**config.mk**
```make
export PLATFORM = sky130hd
export DESIGN_NAME = sprite_scanline_evaluator
export DESIGN_NICKNAME = d
export VERILOG_FILES = /design/src/hw/rtl/sse_pkg.sv /design/src/hw/rtl/sse_ctrl.sv /design/src/hw/rtl/sse_dp.sv /design/src/hw/rtl/sprite_scanline_evaluator.sv
export SDC_FILE = /design/constraint.sdc
export NUM_CORES = 2
export LEC_CHECK = 0
export BUFFER_PORTS_ARGS = -buffer_cell sky130_fd_sc_hd__buf_4
export CORE_ASPECT_RATIO = 1.25
export CORE_MARGIN = 2
export CORE_UTILIZATION = 43
export CTS_BUF_LIST = sky130_fd_sc_hd__clkbuf_8
export DETAILED_ROUTE_END_ITERATION = 10
export HOLD_SLACK_MARGIN = 0.12
export SLEW_MARGIN = 20
export SYNTH_ARGS = -nofsm -noshare
export SYNTH_HDL_FRONTEND = slang
export SYNTH_SLANG_ARGS = --single-unit
```
**constraint.sdc**
```tcl
create_clock -name i_clk -period 21.1 [get_ports i_clk]
set_clock_uncertainty 0.15 [all_clocks]
set_input_delay 1.055 -clock i_clk [delete_from_list [all_inputs] [get_ports i_clk]]
set_output_delay 1.055 -clock i_clk [all_outputs]
set_load 0.02 [all_outputs]
```
**src/hw/rtl/sse_pkg.sv**
```systemverilog
// Package for the sprite scanline evaluator: constants, codes, types.
// No dependencies; imported by every module of the block.
package sse_pkg;

    localparam int DEF_SPRITE_ENTRIES = 64;
    localparam int DEF_SLOTS          = 8;

    localparam int BYTE_W      = 8;
    localparam int LANES       = 4;
    localparam int LANE_W      = 2;
    localparam int SLOT_W      = 3;
    localparam int ROW_W       = 4;
    localparam int ADDR_W      = 13;
    localparam int COUNT_W     = 4;
    localparam int CFG_IDX_W   = 2;
    localparam int IN_DATA_W   = 24;
    localparam int OUT_DATA_W  = 56;
    localparam int OUT_FIELD_W = 50;
    localparam int OUT_PAD_W   = OUT_DATA_W - OUT_FIELD_W;

    // byte lanes of one attribute entry
    localparam logic [LANE_W-1:0] LANE_Y    = 2'd0;
    localparam logic [LANE_W-1:0] LANE_TILE = 2'd1;
    localparam logic [LANE_W-1:0] LANE_ATTR = 2'd2;
    localparam logic [LANE_W-1:0] LANE_X    = 2'd3;

    localparam logic [CFG_IDX_W-1:0] CFG_TALL       = 2'd0;
    localparam logic [CFG_IDX_W-1:0] CFG_TABLE_HIGH = 2'd1;

    localparam logic OP_WRITE = 1'b0;
    localparam logic OP_EVAL  = 1'b1;

    localparam int ATTR_VFLIP_BIT = 7;

    typedef enum logic [1:0] {
        ST_CLEAR,
        ST_IDLE,
        ST_SCAN,
        ST_FINAL
    } t_state;

    typedef struct packed {
        logic clear;
        logic wr;
        logic start;
        logic scan;
        logic finish;
    } t_cmd;

    typedef struct packed {
        logic clear_done;
        logic scan_done;
        logic final_done;
    } t_stat;

    typedef struct packed {
        logic [BYTE_W-1:0] scanline;
        logic [BYTE_W-1:0] mem_data;
        logic [BYTE_W-1:0] mem_address;
    } t_in_data;

    typedef struct packed {
        logic               found;
        logic [SLOT_W-1:0]  slot;
        logic [BYTE_W-1:0]  tile;
        logic [BYTE_W-1:0]  attr;
        logic [BYTE_W-1:0]  x_pos;
        logic [ROW_W-1:0]   row;
        logic [ADDR_W-1:0]  addr;
        logic [COUNT_W-1:0] count;
        logic               overflow;
        logic               zero_hit;
        logic               last;
    } t_result;

endpackage

```
**src/hw/rtl/sse_ctrl.sv**
```systemverilog
// Sequencer of the sprite scanline evaluator: clear pass, item intake, scan, final result.
// Depends on sse_pkg; drives sse_dp through t_cmd and reads t_stat.
module sse_ctrl
    import sse_pkg::*;
(
    input  logic  i_clk,
    input  logic  i_rst_n,
    input  logic  i_s_valid,
    input  logic  i_s_op,
    output logic  o_s_ready,
    output t_cmd  o_cmd,
    input  t_stat i_stat
);

    t_state r_state;
    t_state n_state;

    always_ff @(posedge i_clk) begin
        if (!i_rst_n) begin
            r_state <= ST_CLEAR;
        end else begin
            r_state <= n_state;
        end
    end

    always_comb begin
        n_state = r_state;
        unique case (r_state)
            ST_CLEAR: begin
                if (i_stat.clear_done) n_state = ST_IDLE;
            end
            ST_IDLE: begin
                if (i_s_valid && i_s_op == OP_EVAL) n_state = ST_SCAN;
            end
            ST_SCAN: begin
                if (i_stat.scan_done) n_state = ST_FINAL;
            end
            ST_FINAL: begin
                if (i_stat.final_done) n_state = ST_IDLE;
            end
            default: n_state = ST_CLEAR;
        endcase
    end

    always_comb begin
        o_cmd     = '0;
        o_s_ready = 1'b0;
        unique case (r_state)
            ST_CLEAR: o_cmd.clear = 1'b1;
            ST_IDLE: begin
                o_s_ready   = 1'b1;
                o_cmd.wr    = i_s_valid && i_s_op == OP_WRITE;
                o_cmd.start = i_s_valid && i_s_op == OP_EVAL;
            end
            ST_SCAN:  o_cmd.scan   = 1'b1;
            ST_FINAL: o_cmd.finish = 1'b1;
            default:  o_cmd        = '0;
        endcase
    end

endmodule

```
**src/hw/rtl/sse_dp.sv**
```systemverilog
// Datapath of the sprite scanline evaluator: attribute memory, range compare,
// pending result and output register. Depends on sse_pkg; driven by sse_ctrl.
module sse_dp
    import sse_pkg::*;
#(
    parameter int SPRITE_ENTRIES = DEF_SPRITE_ENTRIES,
    parameter int SLOTS          = DEF_SLOTS
) (
    input  logic                 i_clk,
    input  logic                 i_rst_n,
    input  t_cmd                 i_cmd,
    output t_stat                o_stat,
    input  logic                 i_cfg_valid,
    input  logic [CFG_IDX_W-1:0] i_cfg_index,
    input  logic                 i_cfg_data,
    input  t_in_data             i_s_data,
    input  logic                 i_m_ready,
    output logic                 o_m_valid,
    output t_result              o_m_result
);

    localparam int MROW_W = $clog2(SPRITE_ENTRIES);
    localparam int ENT_W  = $clog2(SPRITE_ENTRIES + 1);
    localparam int KEPT_W = $clog2(SLOTS + 1);
    localparam int WROW_W = BYTE_W - LANE_W;

    logic [BYTE_W-1:0] r_mem [LANES][SPRITE_ENTRIES];
    logic [BYTE_W-1:0] r_rd  [LANES];

    logic              r_tall;
    logic              r_tbl;
    logic [BYTE_W-1:0] r_line;
    logic [ENT_W-1:0]  r_entry;
    logic              r_ev_vld;
    logic              r_ev_zero;
    logic [KEPT_W-1:0] r_kept;
    logic              r_ovf;
    logic              r_zero;
    logic              r_pend_vld;
    t_result           r_pend;
    logic              r_out_vld;
    t_result           r_out;

    logic [LANES-1:0]  w_we;
    logic [MROW_W-1:0] w_waddr;
    logic [BYTE_W-1:0] w_wdata;
    logic [WROW_W-1:0] w_wrow;
    logic              w_wrow_ok;
    logic              w_re;
    logic              w_more;

    logic [BYTE_W:0]   w_diff;
    logic              w_hit;
    logic [ROW_W-1:0]  w_row;
    logic [ADDR_W-1:0] w_addr;
    t_result           w_new;
    logic              w_room;
    logic              w_keep;
    logic              w_can_out;
    logic              w_stall;
    logic              w_adv;
    logic              w_push_mid;
    logic              w_push_fin;
    t_result           w_fin;

    // memory write: clear sweep or byte write
    assign w_wrow    = i_s_data.mem_address[BYTE_W-1:LANE_W];
    assign w_wrow_ok = {1'b0, w_wrow} < (WROW_W + 1)'(SPRITE_ENTRIES);
    assign w_waddr   = i_cmd.clear ? r_entry[MROW_W-1:0] : w_wrow[MROW_W-1:0];
    assign w_wdata   = i_cmd.clear ? '0 : i_s_data.mem_data;

    always_comb begin
        for (int l = 0; l < LANES; l++) begin
            w_we[l] = i_cmd.clear || (i_cmd.wr && w_wrow_ok
                      && i_s_data.mem_address[LANE_W-1:0] == LANE_W'(l));
        end
    end

    assign w_more = r_entry < ENT_W'(SPRITE_ENTRIES);
    assign w_re   = w_adv && w_more;

    always_ff @(posedge i_clk) begin
        for (int l = 0; l < LANES; l++) begin
            if (w_we[l]) r_mem[l][w_waddr] <= w_wdata;
            if (w_re) r_rd[l] <= r_mem[l][r_entry[MROW_W-1:0]];
        end
    end

    // range test and result fields of the entry under evaluation
    assign w_diff = {1'b0, r_line} - {1'b0, r_rd[LANE_Y]};
    assign w_hit  = !w_diff[BYTE_W] && (r_tall ? w_diff[BYTE_W-1:4] == '0
                                               : w_diff[BYTE_W-1:3] == '0);

    always_comb begin
        w_row = w_diff[ROW_W-1:0];
        if (r_rd[LANE_ATTR][ATTR_VFLIP_BIT]) begin
            w_row = r_tall ? ~w_diff[ROW_W-1:0] : {1'b0, ~w_diff[2:0]};
        end
        if (r_tall) begin
            w_addr = {r_rd[LANE_TILE][0], r_rd[LANE_TILE][BYTE_W-1:1], w_row[3],
                      1'b0, w_row[2:0]};
        end else begin
            w_addr = {r_tbl, r_rd[LANE_TILE], 1'b0, w_row[2:0]};
        end
    end

    always_comb begin
        w_new       = '0;
        w_new.found = 1'b1;
        w_new.slot  = SLOT_W'(r_kept);
        w_new.tile  = r_rd[LANE_TILE];
        w_new.attr  = r_rd[LANE_ATTR];
        w_new.x_pos = r_rd[LANE_X];
        w_new.row   = w_row;
        w_new.addr  = w_addr;
    end

    assign w_room     = r_kept < KEPT_W'(SLOTS);
    assign w_keep     = i_cmd.scan && r_ev_vld && w_hit && w_room;
    assign w_can_out  = !r_out_vld || i_m_ready;
    assign w_stall    = w_keep && r_pend_vld && !w_can_out;
    assign w_adv      = i_cmd.scan && !w_stall;
    assign w_push_mid = w_keep && r_pend_vld && w_can_out;
    assign w_push_fin = i_cmd.finish && w_can_out;

    always_comb begin
        w_fin          = r_pend_vld ? r_pend : '0;
        w_fin.count    = COUNT_W'(r_kept);
        w_fin.overflow = r_ovf;
        w_fin.zero_hit = r_zero;
        w_fin.last     = 1'b1;
    end

    // control state
    always_ff @(posedge i_clk) begin
        if (!i_rst_n) begin
            r_tall     <= 1'b0;
            r_tbl      <= 1'b0;
            r_entry    <= '0;
            r_ev_vld   <= 1'b0;
            r_kept     <= '0;
            r_ovf      <= 1'b0;
            r_zero     <= 1'b0;
            r_pend_vld <= 1'b0;
            r_out_vld  <= 1'b0;
        end else begin
            if (i_cfg_valid) begin
                if (i_cfg_index == CFG_TALL) r_tall <= i_cfg_data;
                if (i_cfg_index == CFG_TABLE_HIGH) r_tbl <= i_cfg_data;
            end
            if (i_cmd.clear) begin
                r_entry <= r_entry + 1'b1;
            end
            if (i_cmd.start) begin
                r_entry    <= '0;
                r_ev_vld   <= 1'b0;
                r_kept     <= '0;
                r_ovf      <= 1'b0;
                r_zero     <= 1'b0;
                r_pend_vld <= 1'b0;
            end
            if (w_adv) begin
                r_ev_vld <= w_more;
                if (w_more) r_entry <= r_entry + 1'b1;
                if (r_ev_vld && w_hit) begin
                    if (w_room) begin
                        r_pend_vld <= 1'b1;
                        r_kept     <= r_kept + 1'b1;
                        if (r_ev_zero) r_zero <= 1'b1;
                    end else begin
                        r_ovf <= 1'b1;
                    end
                end
            end
            if (w_push_mid || w_push_fin) begin
                r_out_vld <= 1'b1;
            end else if (i_m_ready) begin
                r_out_vld <= 1'b0;
            end
        end
    end

    // payload registers
    always_ff @(posedge i_clk) begin
        if (i_cmd.start) r_line <= i_s_data.scanline;
        if (w_re) r_ev_zero <= r_entry == '0;
        if (w_adv && w_keep) r_pend <= w_new;
        if (w_push_mid) begin
            r_out <= r_pend;
        end else if (w_push_fin) begin
            r_out <= w_fin;
        end
    end

    assign o_stat.clear_done = i_cmd.clear && r_entry == ENT_W'(SPRITE_ENTRIES - 1);
    assign o_stat.scan_done  = !w_more && !r_ev_vld;
    assign o_stat.final_done = w_push_fin;
    assign o_m_valid         = r_out_vld;
    assign o_m_result        = r_out;

endmodule

```
**src/hw/rtl/sprite_scanline_evaluator.sv**
```systemverilog
// Write item: one per cycle while idle. Evaluate item: one attribute entry read and compared
// per cycle while the scan does not stall; the next item is taken once the final result has
// entered the output register. Kept sprites leave while the scan goes on and a full output
// register stalls the scan. One item in work at a time.
// Reset: synchronous; then a clearing pass over every entry zeroes the attribute
// memory with o_s_axis_tready low (configuration writes are taken throughout).
module sprite_scanline_evaluator
    import sse_pkg::*;
#(
    parameter int SPRITE_ENTRIES = DEF_SPRITE_ENTRIES,
    parameter int SLOTS          = DEF_SLOTS
) (
    input  logic                  i_clk,
    input  logic                  i_rst_n,
    input  logic                  i_cfg_valid,
    output logic                  o_cfg_ready,
    input  logic [CFG_IDX_W-1:0]  i_cfg_index,
    input  logic                  i_cfg_data,
    input  logic                  i_s_axis_tvalid,
    output logic                  o_s_axis_tready,
    // [7:0] mem_address, [15:8] mem_data, [23:16] scanline
    input  logic [IN_DATA_W-1:0]  i_s_axis_tdata,
    // [0] op
    input  logic                  i_s_axis_tuser,
    output logic                  o_m_axis_tvalid,
    input  logic                  i_m_axis_tready,
    // [2:0] slot, [10:3] tile_number, [18:11] attributes, [26:19] x_position,
    // [30:27] row_in_sprite, [43:31] pattern_address, [47:44] sprite_count,
    // [48] overflow, [49] sprite_zero_hit_range, [55:50] zero
    output logic [OUT_DATA_W-1:0] o_m_axis_tdata,
    // [0] sprite_found
    output logic                  o_m_axis_tuser,
    output logic                  o_m_axis_tlast
);

    t_cmd    w_cmd;
    t_stat   w_stat;
    t_result w_res;

    sse_ctrl u_ctrl (
        .i_clk     (i_clk),
        .i_rst_n   (i_rst_n),
        .i_s_valid (i_s_axis_tvalid),
        .i_s_op    (i_s_axis_tuser),
        .o_s_ready (o_s_axis_tready),
        .o_cmd     (w_cmd),
        .i_stat    (w_stat)
    );

    sse_dp #(
        .SPRITE_ENTRIES (SPRITE_ENTRIES),
        .SLOTS          (SLOTS)
    ) u_dp (
        .i_clk       (i_clk),
        .i_rst_n     (i_rst_n),
        .i_cmd       (w_cmd),
        .o_stat      (w_stat),
        .i_cfg_valid (i_cfg_valid),
        .i_cfg_index (i_cfg_index),
        .i_cfg_data  (i_cfg_data),
        .i_s_data    (t_in_data'(i_s_axis_tdata)),
        .i_m_ready   (i_m_axis_tready),
        .o_m_valid   (o_m_axis_tvalid),
        .o_m_result  (w_res)
    );

    assign o_cfg_ready    = 1'b1;
    assign o_m_axis_tdata = {{OUT_PAD_W{1'b0}}, w_res.zero_hit, w_res.overflow, w_res.count,
                             w_res.addr, w_res.row, w_res.x_pos, w_res.attr, w_res.tile,
                             w_res.slot};
    assign o_m_axis_tuser = w_res.found;
    assign o_m_axis_tlast = w_res.last;

endmodule

```
==> flow_summary.json <==
{
  "layout-drive-gt1-share_pct": 29.1,
  "pwr-share-clk_pct": 38.2,
  "via_per_inst": 5.77,
  "yosysSeqAreaShare_pct": 77.2,
  "die_x_um": 401,
  "grt_usage_pct": 20.6,
  "maxCapViolCount": 0,
  "antenna_left": 0,
  "power.internal_mw": 6.52,
  "yosysTopAreaCell": "edfxtp_1",
  "synthCells": 3789,
  "drtIter0Drc": 4177,
  "pwr_density_cell_mw_per_mm2": 88.7,
  "p_sw_mw": 1.84,
  "critical_path_arrival_ns": 6.16,
  "hold_path.class": "primary input to flop",
  "ir_drop_mv": 0.0682,
  "tightest_slew_ns": 1.11,
  "final_hold_viol_count": 0,
  "ctsResizeCount": 0,
  "synth_edf_count": 2163,
  "yosysWarnings": 0,
  "grt_pass1_wl_um": 297000,
  "clk_pin_slew_ns": 0.06,
  "num_io_pins": 94,
  "slowest_delay_ns": 0.93,
  "area.growth.synth_to_final_pct": 11.5,
  "synth_cell_types": 60,
  "grt_max_degree": 256,
  "htree_levels": 5,
  "max-slew-margin-rel_pct": 25.7,
  "die_area_mm2": 0.201,
  "syn_avg_cell_area_um2": 22.4,
  "fin_crit_sh_pct": 26.1,
  "cp.depth": 8,
  "dr.pass1.iters": 7,
  "coreArea_mm2": 0.196,
  "cts_tree": "done",
  "fin_nets": 4136,
  "die_h_um": 500,
  "cts.sinks": 2183,
  "dpl_cell_area_mm2": 0.0883,
  "cp_data_required_time_ns": 21.75,
  "synthFlopType": "edfxtp_1",
  "critPathLaunchType": "flop",
  "grt_pass1_vias": 41100,
  "numCtsBuffers": 346,
  "rsz0062_at_grt": "false",
  "endpoint": "u_dp.r_rd[2][4]",
  "critPathCaptureType": "flop",
  "ys_seq_elements": 2183,
  "cts_hold_buf": 11,
  "startpoint": "u_dp.r_entry[0]",
  "slew_viol_final": 0,
  "criticalPathCategory": "flop to flop",
  "p_total_mw": 8.37,
  "layout_min_cycle_time_ns": 5.51,
  "routabilityCongestion": 0.820,
  "clk_path_buf_depth": 4,
  "pwr-share-seq_pct": 56.6,
  "clock.fmax_mhz": 181,
  "comb_power_share_pct": 5.3,
  "outcome": "finished, final reports clean",
  "p_leak_nw": 30.0,
  "antenna_found_initial": 9,
  "postLayoutCellArea_mm2": 0.0944,
  "rows": 182,
  "swShare_pct": 22.0,
  "syn_area_mm2": 0.0847,
  "io_buffer_count": 85,
  "ys_async_sr_fraction_pct": 0,
  "drc": 0,
  "cts_root_buffer": "clkbuf_8",
  "rr_worst_depth": 8,
  "worstPathCellList": "buf_4 > buf_4 > buf_4 > mux4_2 > nor2b_1 > a211oi_1 > a31oi_1 > mux4_2",
  "ff2ff_setup_slack_ns": 15.59,
  "dr_total_vias": 39800,
  "clk_latency_ns": 1.06,
  "setup_violations": 0,
  "slowest_stage": "dfxtp_4",
  "synthDominantCellAreaShare_pct": 76.7,
  "overflow": 0,
  "worstReg2RegStart": "u_dp.r_entry[0]",
  "initial_core_util_pct": 43.1,
  "r2r_end": "u_dp.r_rd[2][4]",
  "fillCellCount": 15900,
  "cts_setup_buffers": 0,
  "critical_path_buf_inv_count": 3,
  "cpLargestDelayFamily": "buffers and inverters",
  "place_hpwl_um": 122000,
  "critPathMaxFanout": 44,
  "routed_wl_um": 206000,
  "cpMostUsedCell": "buf_4",
  "tns_ns": 0,
  "wl_per_cell_um": 29.8,
  "synth_area_leaders": "edfxtp_1 77%, mux4_2 17%, nor2_1 1.3%"
}
[cell families after synthesis]
kind of cell / count (synthesis) / share of synthesized area, %
muxes: 657 / 17.3
other: 2 / 0.00887
adders and majority gates: 17 / 0.260
xor gates and xnor gates: 7 / 0.0724
DFF: 2183 / 77.2
and+or+nand+nor: 567 / 2.93
buffers and inverters: 245 / 1.33
AOI/OAI and AO/OA: 111 / 0.912
[metrics by stage]
stage	hold slack (ns)	setup WS, ns	utilization, %	cells
3_3_place_gp	0.256	15.28	44.9	6298
3_5_place_dp	0.263	15.37	45.0	6299
2_1_floorplan	0.250	12.18	-	3795
5_1_grt	0.191	15.10	48.1	6894
6_report	0.243	15.59	48.1	6896
4_1_cts	0.124	15.36	48.0	6887
[synthesized netlist by cell type (4+ instances only)]
cell,n
inv_1,21
buf_6,4
nand2_1,134
nor2b_1,38
buf_1,34
a22o_1,4
dfxtp_1,20
clkbuf_1,107
ha_1,16
edfxtp_1,2163
o21ai_0,6
a21oi_1,16
nand2b_1,8
or2_2,10
mux2i_1,6
a21o_1,4
and2_1,43
a22oi_1,4
a31oi_1,29
nor3b_1,4
nor3_1,7
nand3_1,12
nor2_1,294
a211oi_1,27
buf_4,30
xnor2_1,4
mux4_2,647
buf_2,48
mux2_2,4
[layout make-up]
| type | count | area, um2 | share of cell area, % |
|---|---|---|---|
| multi-input cells | 1367 | 18400 | 19.5 |
| clock inverters | 226 | 1060 | 1.13 |
| repair buffers | 166 | 1420 | 1.51 |
| well taps | 2576 | 3220 | 3.41 |
| flip-flops and latches | 2183 | 65400 | 69.3 |
| diodes | 5 | 12.5 | 0.0133 |
| inverters | 22 | 82.6 | 0.0875 |
| clock buffers | 351 | 4830 | 5.12 |
[power groups by stage]
stage | logic, mW | clock network [mW] | registers, mW
after detailed placement | 0.450 | 0 | 4.83
final | 0.441 | 3.19 | 4.73
after CTS | 0.453 | 3.27 | 4.73
after floorplan | 0.310 | 0 | 4.81
after global routing | 0.463 | 3.45 | 4.73
after global placement | 0.449 | 0 | 4.82
[state kept, by name, indices dropped and copies added (netlist names), 2 cells and up]
signal	cells
u_dp.r_entry	7
u_ctrl.r_state	2
u_dp.r_kept	4
u_dp.r_mem	2048
u_dp.r_line	8
u_dp.r_rd	32
u_dp.o_m_result	41
u_dp.r_pend	33
[how the worst min path moves through the flow]
stage	start	to	cells after the start
finish	i_cfg_index[1]	u_dp.r_tall	4
global route	i_cfg_index[1]	u_dp.r_tall	4
CTS	i_cfg_index[1]	u_dp.r_tall	4
detailed placement	u_dp.r_rd[1][3]	u_dp.r_pend[43]	0
global placement	u_dp.r_rd[1][3]	u_dp.r_pend[43]	0
floorplan	u_dp.r_rd[1][7]	u_dp.r_pend[18]	0
[worst reg2reg max path, stage by stage (launching register included)]
cell	delay [ns]
dfxtp_4	0.93
buf_4	0.69
buf_4	0.82
buf_4	0.81
mux4_2	0.64
nor2b_1	0.15
a211oi_1	0.43
a31oi_1	0.12
mux4_2	0.52
[placed cells by master (no fill, tap or decap), drive strengths merged, types with 20 or more instances in the layout]
master / netlist / layout
a211oi: 27 / 27
nor2: 294 / 294
clkbuf: 107 / 351
nand2: 134 / 134
mux4: 647 / 647
edfxtp: 2163 / 2163
buf: 116 / 155
inv: 22 / 129
clkinv: 0 / 112
a31oi: 30 / 30
and2: 43 / 43
nor2b: 38 / 38
dfxtp: 20 / 20
[metal layers]
| metal | share of wire, % | global-route usage, % |
|---|---|---|
| met5 | 0.018 | 0 |
| met4 | 2.6 | 6.34 |
| met3 | 7.8 | 4.34 |
| met2 | 50 | 33.9 |
| met1 | 40 | 27.7 |
No activity file was read; power rests on OpenSTA's default activity.
